[src/i2d_pkg.sv]
`timescale 1ns / 1ps

package i2d_pkg;

  localparam int unsigned ValueWidth = 32;
  localparam int unsigned CharWidth  = 8;
  localparam int unsigned DigitWidth = 4;
  localparam int unsigned MaxDigits  = 10;
  localparam int unsigned IdxWidth   = 4;

  // Reciprocal of ten at 2^35 scale: floor(x * Recip10 / 2^35) == x / 10 for all 32-bit x.
  localparam logic [ValueWidth-1:0] Recip10 = 32'hCCCC_CCCD;
  localparam int unsigned RecipShift = 35;

  localparam logic [CharWidth-1:0] CharZero  = 8'd48;
  localparam logic [CharWidth-1:0] CharMinus = 8'd45;

  typedef enum logic [1:0] {
    StIdle,
    StConv,
    StEmit
  } i2d_state_e;

  // Quotient and remainder of one division by ten.
  typedef struct packed {
    logic [ValueWidth-1:0] quo;
    logic [DigitWidth-1:0] rem;
  } div_res_t;

endpackage

[src/i2d_div10.sv]
`timescale 1ns / 1ps

// Divide-by-ten unit. The product is registered; quotient and remainder are
// formed from the registered product and the registered dividend.
module i2d_div10 import i2d_pkg::*; (
  input  logic                  clk_i,
  input  logic                  load_i,
  input  logic [ValueWidth-1:0] x_i,
  output div_res_t              res_o
);

  logic [ValueWidth-1:0]   x_q;
  logic [2*ValueWidth-1:0] prod_q;
  logic [2*ValueWidth-1:0] prod_d;
  logic [ValueWidth-1:0]   quo;
  logic [ValueWidth-1:0]   quo_x10;
  logic [ValueWidth-1:0]   diff;

  assign prod_d = {{ValueWidth{1'b0}}, x_i} * {{ValueWidth{1'b0}}, Recip10};

  always_ff @(posedge clk_i) begin
    if (load_i) begin
      x_q    <= x_i;
      prod_q <= prod_d;
    end
  end

  assign quo     = ValueWidth'(prod_q[2*ValueWidth-1:RecipShift]);
  assign quo_x10 = (quo << 3) + (quo << 1);
  assign diff    = x_q - quo_x10;

  assign res_o.quo = quo;
  assign res_o.rem = diff[DigitWidth-1:0];

endmodule

[config.mk]
export PLATFORM = sky130hd
export DESIGN_NAME = i2d_div10
export DESIGN_NICKNAME = d
export VERILOG_FILES = /design/src/i2d_pkg.sv /design/src/i2d_div10.sv
export SDC_FILE = /design/constraint.sdc
export NUM_CORES = 1
export LEC_CHECK = 0
export ABC_CLOCK_PERIOD_IN_PS = 14450
export BUFFER_PORTS_ARGS = -buffer_cell sky130_fd_sc_hd__buf_2
export CORE_MARGIN = 2
export CORE_UTILIZATION = 60
export CTS_CLUSTER_SIZE = 16
export DETAILED_ROUTE_END_ITERATION = 16
export PLACE_DENSITY = 0.78
export SLEW_MARGIN = 20
export SYNTH_ARGS = -nofsm -noshare
export SYNTH_HDL_FRONTEND = slang
export SYNTH_SLANG_ARGS = --single-unit
[constraint.sdc]
create_clock -name clk_i -period 14.45 [get_ports clk_i]
set_input_delay 0.7225 -clock clk_i [delete_from_list [all_inputs] [get_ports clk_i]]
set_output_delay 0.7225 -clock clk_i [all_outputs]
set_load 0.05 [all_outputs]
==> results by group <==
Yosys
  – Yosys warns: 0
  – Syn_area_per_cell: just over 10 sq um
  – Number of flops mapped to enable cells by yosys: 33
  – Yosys top cell area share: between 40 and 50%
  – Seq/Total Area, Yosys: under 10%
  – Synthesized area: between 15000 and 20000 sq um
  – Synthesized netlist cell count: 1796
  – Area leader, netlist: fa_1
  – Register bit total from synthesis: 33
  – Synth area leaders: fa_1 42%, ha_1 24%, inv_1 11%, edfxtp_1 5.4%, xor2_1 2.0%
  – Async S/R FF share, synth: 0%
  – Yosys cell types: 64
  – Synth Flop Type: edfxtp_1

Drt
  – DR WL/cell: roughly 23 um
  – First-pass DRT Iterations: 5
  – Vias per cell: around 5.7
  – Uppermost routed layer: met4
  – Detailed-route DRC error count: 0
  – Vias post-DR: ~13000
  – Drt total wl: roughly 50000 um
  – M1 WL: 19400 um
  – Iteration-0 DRC Markers: approximately 890
  – Metal2 WL: around 25000 um
  – Detail Route Antenna Nets: 0
  – Met3 Wirelength: between 2000 and 2500 um

Worst setup path
  – Setup CP Type: in2reg
  – CP required: about 14000 ps
  – Cell Chain, Critical Path: buf_2 > ha_1 > inv_1 > fa_1 > inv_1 > fa_1 > inv_1 > fa_1 > inv_1 > fa_1 > fa_1 > fa_1 > inv_1 > fa_1 > inv_1 > ha_1 > nand3_4 > nor3_2 > o2111ai_1 > a31oi_1 > nor2_1 > o311ai_0 > a311oi_1 > xnor2_1
  – Worst Path Max Fanout: 5
  – Element type at the critical path end: flip-flop
  – Slowest cell on crit path: o311ai_0
  – WP data arrival: 7670 ps
  – CP Launch Type: primary input
  – Critical Path Most Common Cell: fa_1
  – Critical path's largest stage delay: 700 ps

Global routing
  – Pin count of the biggest net entering global routing: 34
  – Wire length of the first global-routing pass: between 70000 and 80000 um
  – Global-route usage over all layers: 33.3%
  – Initial antenna violation count: 0
  – Vias in the first global route: between 10000 and 15000
  – GRT Residual Overflow: 0

Clock network
  – H-tree levels: 2
  – CTS root buf: clkbuf_16
  – CTS Buf Count: 5
  – Post-CTS Setup Bufs: 0
  – Clk buf depth: 2
  – CTS hold repair buffers: 0
  – Clock sink count: 33
  – Clock transition at the registers of the reported paths: roughly 50 ps
  – CTS tree: built
  – Resized cells post-CTS: 0

Outcome
  – Status: complete, no violations

Placed design
  – GPL Wtd Cong: 1.02
  – Dpl cells: between 2000 and 2500
  – # port buffers: 66
  – Final HPWL DP: 45700 um

Final layout
  – Fin nets: between 2000 and 3000
  – Synthesis-to-finish area growth: 3.42%
  – Fin cells: roughly 2200
  – Share of cells above drive strength 1: under 10%
  – N_diodes: 0
  – Fill count: between 2000 and 2500
  – Final core occ: a little under two thirds

Floorplan
  – Die width: 179 um
  – Initial core utilization: 61.3%
  – IO Pins: 70
  – Full die area: 31900 sq um
  – Std-Cell Rows: between 60 and 70
  – Die height: roughly 180 um
  – Core Box Area: approximately 30000 sq um

STA
  – Minimum clock period: 7650 ps
  – FMAX: between 100 and 150 MHz
  – Worst Max-Slew Pin Slew: between 800 and 900 ps
  – Relative slew slack: 42.0%
  – Final setup vio count: 0
  – Unrepaired setup endpoints after global routing: false
  – Fin crit share: 52.9%
  – Max Slew Vio Count: 0
  – Setup TNS Final: 0 ps
  – Final Hold Fails: 0

Run
  – MaxCap Viol Count: 0

Hold path
  – Hold WC Path Type: in2reg
per-layer routing:
layer	GRT usage, %	vias up
li1	-	5571
met1	41.8	6450
met2	56.6	484
met3	3.22	158
met4	19.3	0
met5	0	-
cell usage in the layout, fill, tap and decap left out, drive strengths merged, types with 4 or more instances in the layout:
cell type / n
and4: 5
nand4: 4
o21a: 4
and2: 12
nor2b: 6
a21oi: 64
nor3: 13
fa: 386
a31oi: 8
nand2: 56
a21o: 48
inv: 541
o211ai: 7
clkbuf: 5
o21bai: 6
and3: 10
ha: 350
xnor2: 39
edfxtp: 33
xor2: 41
nor2: 25
nand3: 11
a211oi: 5
a41oi: 5
buf: 66
o21ai: 26
through the flow:
stage	hold slack (ps)	setup WS, ps	cell area, sq um
after global placement	1140	6610	18800
after floorplan	821	7420	18300
after global routing	828	6480	18900
after CTS	838	6770	18900
after detailed placement	1130	6470	18800
final	857	6800	18900
logic make-up (layout without fill, tap and decap cells):
group           count (synthesis)  count (layout)  share of synthesized area, %
compound gates                197             197                          7.24
xor+xnor                       80              80                          3.83
fa+ha+maj                     736             736                          66.1
buf+inv                       593             615                          12.9
flops                          33              33                          5.41
mux                             2               2                         0.116
other cells                     1               3                        0.0205
simple gates                  154             154                          4.32
synth_stat cells (2+ instances only):
cell,instances
a31oi_1,8
and2_1,12
o21a_1,4
ha_1,350
nand3_1,10
o22ai_1,2
xor2_1,41
edfxtp_1,33
nor2_1,25
inv_1,541
nand2_1,56
buf_6,3
a221o_1,3
nor2b_1,6
nor3_1,11
or2_2,2
a211oi_1,5
a21o_1,47
a41oi_1,5
nor3b_1,3
and3_1,8
o21bai_1,6
xnor2_1,39
clkbuf_1,17
and4_1,4
o211ai_1,6
a21oi_1,64
o21ai_0,26
buf_4,32
fa_1,386
o211a_1,2
nand2b_1,2
a311oi_1,2
nor3_2,2
nand4_1,4
sequential cells by signal (all words and copies together), names as in the netlist:
register / count
x_q: 4
prod_q: 29
worst paths after layout:
kind              startpoint         end  slack (ps)  cells after the start
hold / removal        x_i[1]      x_q[1]         860                      1
setup / recovery     x_i[14]  prod_q[57]        6800                     24
layout make-up:
cell class / count / area [sq um] / area share, %
flip-flops and latches: 33 / 991 / 5.23
clock buffers: 5 / 125 / 0.661
inverters: 541 / 2030 / 10.7
repair buffers: 66 / 330 / 1.74
clock inverters: 3 / 12.5 / 0.0661
multi-input cells: 1172 / 15000 / 79.0
well taps: 390 / 488 / 2.58
worst max-delay path: cells and delay by family:
family | cells | cell delay (ps)
xor gates and xnor gates | 1 | 170
and+or+nand+nor | 3 | 510
AOI/OAI and AO/OA | 4 | 1320
buffers and inverters | 7 | 690
adders and majority gates | 9 | 4230
Power is left out: the tool's default activity adds up to more than one toggle a clock period on the data nets, which glitch-free logic cannot reach.
