==> src/i2d_pkg.sv <==
`timescale 1ns / 1ps

package i2d_pkg;

  localparam int unsigned ValueWidth = 32;
  localparam int unsigned CharWidth  = 8;
  localparam int unsigned DigitWidth = 4;
  localparam int unsigned MaxDigits  = 10;
  localparam int unsigned IdxWidth   = 4;

  // Reciprocal of ten at 2^35 scale: floor(x * Recip10 / 2^35) == x / 10 for all 32-bit x.
  localparam logic [ValueWidth-1:0] Recip10 = 32'hCCCC_CCCD;
  localparam int unsigned RecipShift = 35;

  localparam logic [CharWidth-1:0] CharZero  = 8'd48;
  localparam logic [CharWidth-1:0] CharMinus = 8'd45;

  typedef enum logic [1:0] {
    StIdle,
    StConv,
    StEmit
  } i2d_state_e;

  // Quotient and remainder of one division by ten.
  typedef struct packed {
    logic [ValueWidth-1:0] quo;
    logic [DigitWidth-1:0] rem;
  } div_res_t;

endpackage

==> src/i2d_seq.sv <==
`timescale 1ns / 1ps

// Sequencer: drives the divide unit once per digit, keeps the digits, then
// plays them out most significant first through an output register.
module i2d_seq import i2d_pkg::*; (
  input  logic                  clk_i,
  input  logic                  rst_ni,
  input  logic                  in_valid_i,
  output logic                  in_ready_o,
  input  logic                  neg_i,
  input  logic [ValueWidth-1:0] mag_i,
  output logic                  div_load_o,
  output logic [ValueWidth-1:0] div_x_o,
  input  div_res_t              div_res_i,
  output logic                  out_valid_o,
  input  logic                  out_ready_i,
  output logic [CharWidth-1:0]  out_char_o,
  output logic                  out_last_o
);

  i2d_state_e            state_q, state_d;
  logic [IdxWidth-1:0]   nd_q, nd_d;
  logic [IdxWidth-1:0]   rd_q, rd_d;
  logic                  sign_q, sign_d;
  logic                  ovalid_q, ovalid_d;
  logic [CharWidth-1:0]  ochar_q, ochar_d;
  logic                  olast_q, olast_d;
  logic [DigitWidth-1:0] dig_q [MaxDigits];

  always_ff @(posedge clk_i or negedge rst_ni) begin
    if (!rst_ni) begin
      state_q  <= StIdle;
      nd_q     <= '0;
      rd_q     <= '0;
      sign_q   <= 1'b0;
      ovalid_q <= 1'b0;
    end else begin
      state_q  <= state_d;
      nd_q     <= nd_d;
      rd_q     <= rd_d;
      sign_q   <= sign_d;
      ovalid_q <= ovalid_d;
    end
  end

  always_ff @(posedge clk_i) begin
    ochar_q <= ochar_d;
    olast_q <= olast_d;
    if (state_q == StConv) begin
      dig_q[nd_q] <= div_res_i.rem;
    end
  end

  always_comb begin
    state_d    = state_q;
    nd_d       = nd_q;
    rd_d       = rd_q;
    sign_d     = sign_q;
    ochar_d    = ochar_q;
    olast_d    = olast_q;
    ovalid_d   = ovalid_q && !out_ready_i;
    in_ready_o = 1'b0;
    div_load_o = 1'b0;
    div_x_o    = div_res_i.quo;

    unique case (state_q)
      StIdle: begin
        in_ready_o = 1'b1;
        if (in_valid_i) begin
          div_load_o = 1'b1;
          div_x_o    = mag_i;
          sign_d     = neg_i;
          nd_d       = '0;
          state_d    = StConv;
        end
      end
      StConv: begin
        // The remainder is written at nd_q this cycle; stop once nothing is left.
        if (div_res_i.quo == '0 || nd_q == IdxWidth'(MaxDigits - 1)) begin
          rd_d    = nd_q;
          state_d = StEmit;
        end else begin
          div_load_o = 1'b1;
          nd_d       = nd_q + 1'b1;
        end
      end
      StEmit: begin
        if (!ovalid_q || out_ready_i) begin
          ovalid_d = 1'b1;
          if (sign_q) begin
            ochar_d = CharMinus;
            olast_d = 1'b0;
            sign_d  = 1'b0;
          end else begin
            ochar_d = CharZero + {{(CharWidth-DigitWidth){1'b0}}, dig_q[rd_q]};
            olast_d = (rd_q == '0);
            if (rd_q == '0) begin
              state_d = StIdle;
            end else begin
              rd_d = rd_q - 1'b1;
            end
          end
        end
      end
      default: begin
        state_d = StIdle;
      end
    endcase
  end

  assign out_valid_o = ovalid_q;
  assign out_char_o  = ochar_q;
  assign out_last_o  = olast_q;

endmodule

==> config.mk <==
export PLATFORM = sky130hd
export DESIGN_NAME = i2d_seq
export DESIGN_NICKNAME = d
export VERILOG_FILES = /design/src/i2d_pkg.sv /design/src/i2d_seq.sv
export SDC_FILE = /design/constraint.sdc
export NUM_CORES = 1
export LEC_CHECK = 0
export ABC_AREA = 0
export BUFFER_PORTS_ARGS = -buffer_cell sky130_fd_sc_hd__buf_2
export CAP_MARGIN = 5
export CORE_ASPECT_RATIO = 1.1
export CORE_MARGIN = 1
export CORE_UTILIZATION = 53
export CTS_CLUSTER_DIAMETER = 100
export CTS_CLUSTER_SIZE = 12
export DETAILED_ROUTE_END_ITERATION = 8
export PLACE_DENSITY = 0.9
export SYNTH_ARGS = -nofsm -noshare
export SYNTH_HDL_FRONTEND = slang
export SYNTH_SLANG_ARGS = --single-unit
==> constraint.sdc <==
create_clock -name clk_i -period 6.25 [get_ports clk_i]
set_clock_uncertainty 0.15 [all_clocks]
set_input_delay 1.25 -clock clk_i [delete_from_list [all_inputs] [get_ports clk_i]]
set_output_delay 1.25 -clock clk_i [all_outputs]
set_load 0.01 [all_outputs]
==> out/metrics.yaml, run 1 <==
synth_edf_count: 46
final_util_pct: 69.4
dp_hpwl_um: 5320
critPathLaunch: "in_valid_i"
finalSetupViolCount: 0
critPathLaunchType: "primary input"
r2r-start: "rd_q[0]"
rrSetupSlack_ps: 3680
hp-class: "reg2reg"
yosys.area.top_type: "edfxtp_1"
wirelength_um: 7250
layout_commonest_cell: "nand2_1"
cp_data_required_time_ps: 4850
powerDensity_nw_per_um2: 404
nets: 472
crit_arrival_ps: 2640
port_buffers: 113
hold_buffers: 0
drt_pass1_iterations: 4
ys_warn_count: 0
grt_pass1_wl_um: 11000
hold-worst-slack_ps: 475
critical_path_class: "in2out"
outcome: "finished, final reports clean"
most-common-layout-cells: "nand2_1 (114), buf_2 (113), edfxtp_1 (46), dfrtp_1 (12)"
clock_latency_ps: 330
min_period_ps: 4040
r2r-end: "rd_q[0]"
leakage_uw: 0.00175
fmax_ghz: 0.248
gp_congestion: 0.899
coreArea_sq_um: 5470
synth_area_sq_um: 3060
fin_crit_sh_pct: 64.6
vdd_drop_max_mv: 0.191
overflow: 0
grtUsageTotal_pct: 25.0
dieArea_sq_um: 6080
rsz0062_at_grt: "no"
drive_gt1_share_pct: 33.6
ys_seq_area_share_pct: 55.0
antenna_found_initial: 0
cts_sinks: 58
clkSlewWorstSetupHoldPaths_ps: 60
synth-seq-cells: 58
fp.dieH_um: 81.7
routed-via-count: 2563
root_buffer: "clkbuf_8"
finalSetupTns_ps: 0
drv_cap: 0
ant_nets: 0
diodes: 0
rr_worst_depth: 7
drv_slew: 0
ios: 117
rows: 28
start_util_pct: 55.9
drc: 0
first_global_vias: 2405
synth_cells: 289
netlist_top_cells_area: "edfxtp_1 (45%), nand2_1 (14%), dfrtp_1 (9.8%), mux4_1 (5.2%), ha_1 (2.0%)"
grt_max_degree: 38
synth_area_per_cell_sq_um: 10.6
cts_made_buffers: 9
wl_per_cell_um: 15.3
area_growth_syn_to_layout_pct: 24.2
crit_fanout: 35
crit_end: "div_x_o[25]"
crit_path_end_kind: "output port"
cts_tree: "done"
postCtsSetupBuffers: 0
cts_resized: 0
clockBufferDepth: 2
synth_top_area_share_pct: 45.2
maxSlewHeadroom_pct: 19.6
fp.dieW_um: 74.4
cts-htree-levels: 3
synth-main-ff-cell: "edfxtp_1"
drt_iter0_drc: 150
async_flop_share_pct: 20.7
avgViaCountPerCell: 5.41
tightest_slew_ps: 1210
hold_viol_final: 0
finalPower_uw: 1530
synth.distinct_cells: 39
-- synth_stat cells, drive strengths merged, types with 4 or more instances --
cell type	count
nor4	8
nand2	114
nor2b	7
mux2i	6
nor2	9
clkbuf	11
edfxtp	46
a21oi	4
buf	9
inv	5
mux4	8
o21ai	8
dfrtp	12
o31ai	4
ha	5
and3	4
-- logic make-up after synthesis --
family	Yosys count	synth area share [%]
AO/OA/AOI/OAI	23	5.32
adder cells (fa/ha/maj)	5	2.05
buffers and inverters	25	4.99
AND/OR/NAND/NOR	159	22.7
other	2	0.246
flip-flops	58	55.0
multiplexers	17	9.70
-- cell type report --
type	instances	area [sq um]
Clock buffer	10	128
Clock inverter	6	81.3
Fill cell	387	1670
Inverter	5	18.8
Multi-Input combinational cell	207	1230
Sequential cell	58	1680
Tap cell	75	93.8
Timing Repair Buffer	113	566
-- through the flow --
| stage | setup WS (ps) | std cells | area [sq um] |
|---|---|---|---|
| finish | 2210 | 474 | 3790 |
| global route | 2080 | 474 | 3790 |
| CTS | 2210 | 474 | 3790 |
| detailed placement | 2230 | 458 | 3590 |
| global placement | 2280 | 458 | 3590 |
| floorplan | 2800 | 290 | 3060 |
-- metal layers --
layer	wire (um)	GRT usage, %	part of all wire, %
met4	96	12.8	1.3
met1	2780	30.6	38
met3	496	4.54	6.8
met2	3890	42.2	54
met5	0	0	0
-- flip-flops by register name (all words and copies together), names as in the netlist --
signal / cells
out_char_o: 5
nd_q: 4
sign_q: 1
state_q: 2
out_valid_o: 1
out_last_o: 1
dig_q: 40
rd_q: 4
-- power by group --
part / total (uW) / internal, uW / switching, uW
sequential: 584 / 501 / 83.7
combinational: 585 / 253 / 332
clock: 365 / 222 / 143
-- how the worst min path moves through the flow --
stage | start | end | cells after the start
floorplan | nd_q[0] | nd_q[0] | 1
global route | sign_q | out_last_o | 1
finish | nd_q[0] | nd_q[0] | 1
CTS | nd_q[0] | nd_q[0] | 1
global placement | nd_q[0] | nd_q[0] | 1
detailed placement | nd_q[0] | nd_q[0] | 1
-- critical path: stages --
cell	delay, ps
buf_2	90
and2_1	920
nand2_1	130
nand2_1	120
buf_2	130
No activity file was read; power rests on OpenSTA's default activity.
==> run 2: changes to the inputs <==
CORE_UTILIZATION = 44   (was 53)
PLACE_DENSITY = 0.8   (was 0.9)
clock period = 3.4 ns   (was 6.25 ns; I/O delays follow)
==> run 2 against run 1 <==
Cell area grew 0.82%. Routed wire length decreased by 6.1%. Critical path depth up 1. Clock power up 90%. Combinational power rose by 83%. Non-clock buffer count rose by 2. Worst setup slack worse by 1600 ps. Flip-flop and latch count unchanged. Largest power group is now registers.
==> out/metrics.yaml, run 2 (synthesized netlist as in run 1, its figures left out) <==
outcome: "finished, final reports clean"
fmax_ghz: 0.363
wl_per_cell_um: 14.1
grtUsageTotal_pct: 18.7
r2r-start: "rd_q[0]"
finalSetupTns_ps: 0
fin_crit_sh_pct: 81.1
first_global_vias: 2010
cts_resized: 0
drv_cap: 0
dieArea_sq_um: 7280
fill_cells: 561
min_period_ps: 2760
drt_iter0_drc: 121
path_depth: 6
crit_arrival_ps: 1930
vdd_drop_max_mv: 0.344
cts_made_buffers: 9
path_buf_inv: 2
rsz0062_at_grt: "no"
tightest_slew_ps: 874
gp_congestion: 0.766
dr_wl_met2_um: 3440
root_buffer: "clkbuf_8"
area_growth_syn_to_layout_pct: 25.2
drt-met1-wl_um: 2850
hold_viol_final: 0
cp_slowest_cell: "nor4_1"
diodes: 0
r2r-end: "rd_q[1]"
hold-worst-slack_ps: 61.2
cts_tree: "done"
maxSlewHeadroom_pct: 41.0
rr_worst_depth: 7
crit_path_end_kind: "output port"
finalNonFillerCells: 483
rows: 31
port_buffers: 113
rrSetupSlack_ps: 860
drive_gt1_share_pct: 34.4
dpl_worst_slack_ps: 649
start_util_pct: 46.1
critPathLaunchType: "primary input"
avgViaCountPerCell: 5.13
postCtsSetupBuffers: 0
clockBufferDepth: 2
cp_data_required_time_ps: 2570
routed-via-count: 2476
cts_sinks: 58
wl_met3_um: 375
layout_setup_ws_ps: 643
ios: 117
clock_latency_ps: 340
powerDensity_nw_per_um2: 741
fp.dieW_um: 81.5
regMostFlops: "dig_q"
cts-htree-levels: 3
multi_input_area_sq_um: 1230
grt_max_degree: 34
drv_slew: 0
clkSlewWorstSetupHoldPaths_ps: 70
path_cells: "buf_2 -> nor4_1 -> nand4_1 -> o221ai_2 -> nand2_1 -> buf_2"
drc: 0
layout_commonest_cell: "nand2_1"
leakage_uw: 0.00176
grt_pass1_wl_um: 9850
wirelength_um: 6810
critical_path_class: "in2out"
finalSetupViolCount: 0
fp.dieH_um: 89.4
most-common-layout-cells: "nand2_1 (114), buf_2 (113), edfxtp_1 (46), dfrtp_1 (12)"
cp_slowest_stage_delay_ps: 360
antenna_found_initial: 0
top_layer: "met4"
drt_pass1_iterations: 4
crit_fanout: 5
ant_nets: 0
nets: 474
critPathTopFamily: "simple AND/OR/NAND/NOR gates"
overflow: 0
coreArea_sq_um: 6630
regArea_sq_um: 1680
post-place-cells: 467
path_common_cell: "buf_2"
hp-class: "in2async"
largest_reg_flops: 40
dp_hpwl_um: 5040
hold_buffers: 0
[run 2: power by group]
group          internal (uW)  switching (uW)  total, uW
sequential               920             150       1070
clock                    411             282        692
combinational            470             603       1070
[run 2: worst max-delay path by stage]
stage             startpoint    endpoint  slack [ps]
6_report       div_res_i[29]  div_load_o         640
5_1_grt        div_res_i[29]  div_load_o         540
4_1_cts        div_res_i[29]  div_load_o         640
3_5_place_dp   div_res_i[29]  div_load_o         650
3_3_place_gp   div_res_i[29]  div_load_o         620
2_1_floorplan   div_res_i[4]  div_load_o        1090
[run 2: per-layer routing]
layer,vias to the layer above,GRT usage (%)
met3,14,3.88
li1,1223,-
met5,-,0
met2,83,28.1
met4,0,9.25
met1,1156,25.8
[run 2: worst register-to-register path, stage by stage (launching register included)]
cell,delay (ps)
dfrtp_1,860
inv_1,150
ha_1,260
or3b_1,190
a21oi_1,90
nand2b_1,270
a2111oi_2,370
a21oi_1,80
[run 2: layout make-up]
type                       count  area share, %
clock buffer                   9           3.24
sequential                    58           44.0
inverter                       5          0.491
timing repair buffer         115           15.2
clock inverter                 7           2.42
tap                           82           2.68
multi-input combinational    207           32.0
[run 2: stage by stage]
stage	power [uW]	utilization, %	area (sq um)
floorplan	1860	-	3060
global placement	2120	54.4	3610
detailed placement	2150	54.4	3610
CTS	2850	57.7	3830
global route	3020	57.7	3830
finish	2840	57.7	3830
==> run 3: changes to the inputs <==
CORE_UTILIZATION = 49   (was 44)
PLACE_DENSITY = 0.84   (was 0.8)
clock period = 2.6 ns   (was 3.4 ns; I/O delays follow)
==> run 3 against run 2 <==
Core utilization up 8.0 points. Clock power grew 15%. Via count is 4.1% higher. Critical path type is now reg2out. Critical endpoint is now div_x_o[12].
==> out/metrics.yaml, run 3 (synthesized netlist as in run 1, its figures left out) <==
wl_met3_um: 405
drive_gt1_share_pct: 35.5
crit_fanout: 32
cts_made_buffers: 9
top_layer: "met4"
regMostFlops: "dig_q"
grt_max_degree: 38
clockBufferDepth: 2
crit_arrival_ps: 1750
grt_pass1_wl_um: 11700
cp_data_required_time_ps: 1930
grtUsageTotal_pct: 23.6
dpl_worst_slack_ps: 244
nets: 482
layout_commonest_cell: "nand2_1"
gp_congestion: 0.862
drt_iter0_drc: 216
fin_area_sq_um: 3860
min_period_ps: 2420
drv_cap: 0
leakage_uw: 0.00179
wl_per_cell_um: 15.0
cts-htree-levels: 3
hold_viol_final: 0
fin_crit_sh_pct: 93.3
rrSetupSlack_ps: 220
area_growth_syn_to_layout_pct: 26.4
outcome: "finished, final reports clean"
first_global_vias: 2507
fp.dieH_um: 84.8
diodes: 0
postCtsSetupBuffers: 0
routed-via-count: 2577
most-common-layout-cells: "nand2_1 (114), buf_2 (113), edfxtp_1 (46), dfrtp_1 (12)"
drt-met1-wl_um: 2870
dp_hpwl_um: 5480
final_util_pct: 65.7
clock_latency_ps: 330
layout_setup_ws_ps: 175
avgViaCountPerCell: 5.30
finalSetupTns_ps: 0
rsz0062_at_grt: "no"
overflow: 0
ios: 117
finalSetupViolCount: 0
drv_slew: 0
fmax_ghz: 0.412
critical_path_class: "reg2out"
start_util_pct: 52.0
wirelength_um: 7300
coreArea_sq_um: 5880
tightest_slew_ps: 623
port_buffers: 113
dr_wl_met2_um: 3960
crit_path_end_kind: "output port"
drc: 0
root_buffer: "clkbuf_8"
cts_tree: "done"
maxSlewHeadroom_pct: 58.5
post_dp_cell_area_sq_um: 3660
drt_pass1_iterations: 4
cts_sinks: 58
clkSlewWorstSetupHoldPaths_ps: 60
fp.dieW_um: 77.3
largest_reg_flops: 40
vdd_drop_max_mv: 0.527
powerDensity_nw_per_um2: 951
ant_nets: 0
hp-class: "in2reg"
critPathLaunchType: "register"
dieArea_sq_um: 6560
antenna_found_initial: 0
rows: 29
run 3: cell type report:
class	instances	area (sq um)
inverter	5	18.8
tap	77	96.3
timing repair buffer	123	647
clock inverter	7	70.1
sequential	58	1680
multi-input combinational	207	1230
fill	458	2010
clock buffer	9	124
run 3: critical path: stages (launching register included):
cell     delay (ps)
dfrtp_1         400
nor2_1          190
and2_1          290
buf_6           270
nand2_1         100
nand2_1          60
buf_2           120
run 3: stage by stage:
stage                     hold WS (ps)  total power, uW  cells
after global routing               242             3910    486
final                              240             3670    486
after CTS                          224             3680    486
after detailed placement           269             2880    469
after floorplan                   74.4             2430    290
after global placement             264             2820    469
run 3: final timing paths:
check,cells past startpoint,startpoint,endpoint
worst min-delay path,3,neg_i,sign_q
worst min register to register,2,rd_q[1],rd_q[1]
min in group asynchronous,2,rst_ni,rd_q[1]
worst max-delay path,6,state_q[0],div_x_o[12]
max in group asynchronous,2,rst_ni,nd_q[3]
worst max register to register,7,rd_q[0],rd_q[2]
run 3: where the power goes:
group | switching, uW | internal (uW) | leakage, uW | total (uW)
sequential | 161 | 1200 | 0.000572 | 1360
clock | 361 | 438 | 0.0000889 | 798
combinational | 842 | 669 | 0.00113 | 1510
total | 1360 | 2310 | 0.00179 | 3670
run 3: layer usage:
layer  global-route usage, %  vias to the layer above
met1                    27.1                     1211
met5                       0                        -
li1                        -                     1241
met2                    42.9                      119
met4                    8.40                        0
met3                    5.27                        6
run 3: repair_timing:
action | in CTS | in global routing
gates resized for setup | 0 | 1
endpoints found under the hold margin | 12 | 0
endpoints found under the setup margin | 0 | 15
hold buffers | 1 | 0
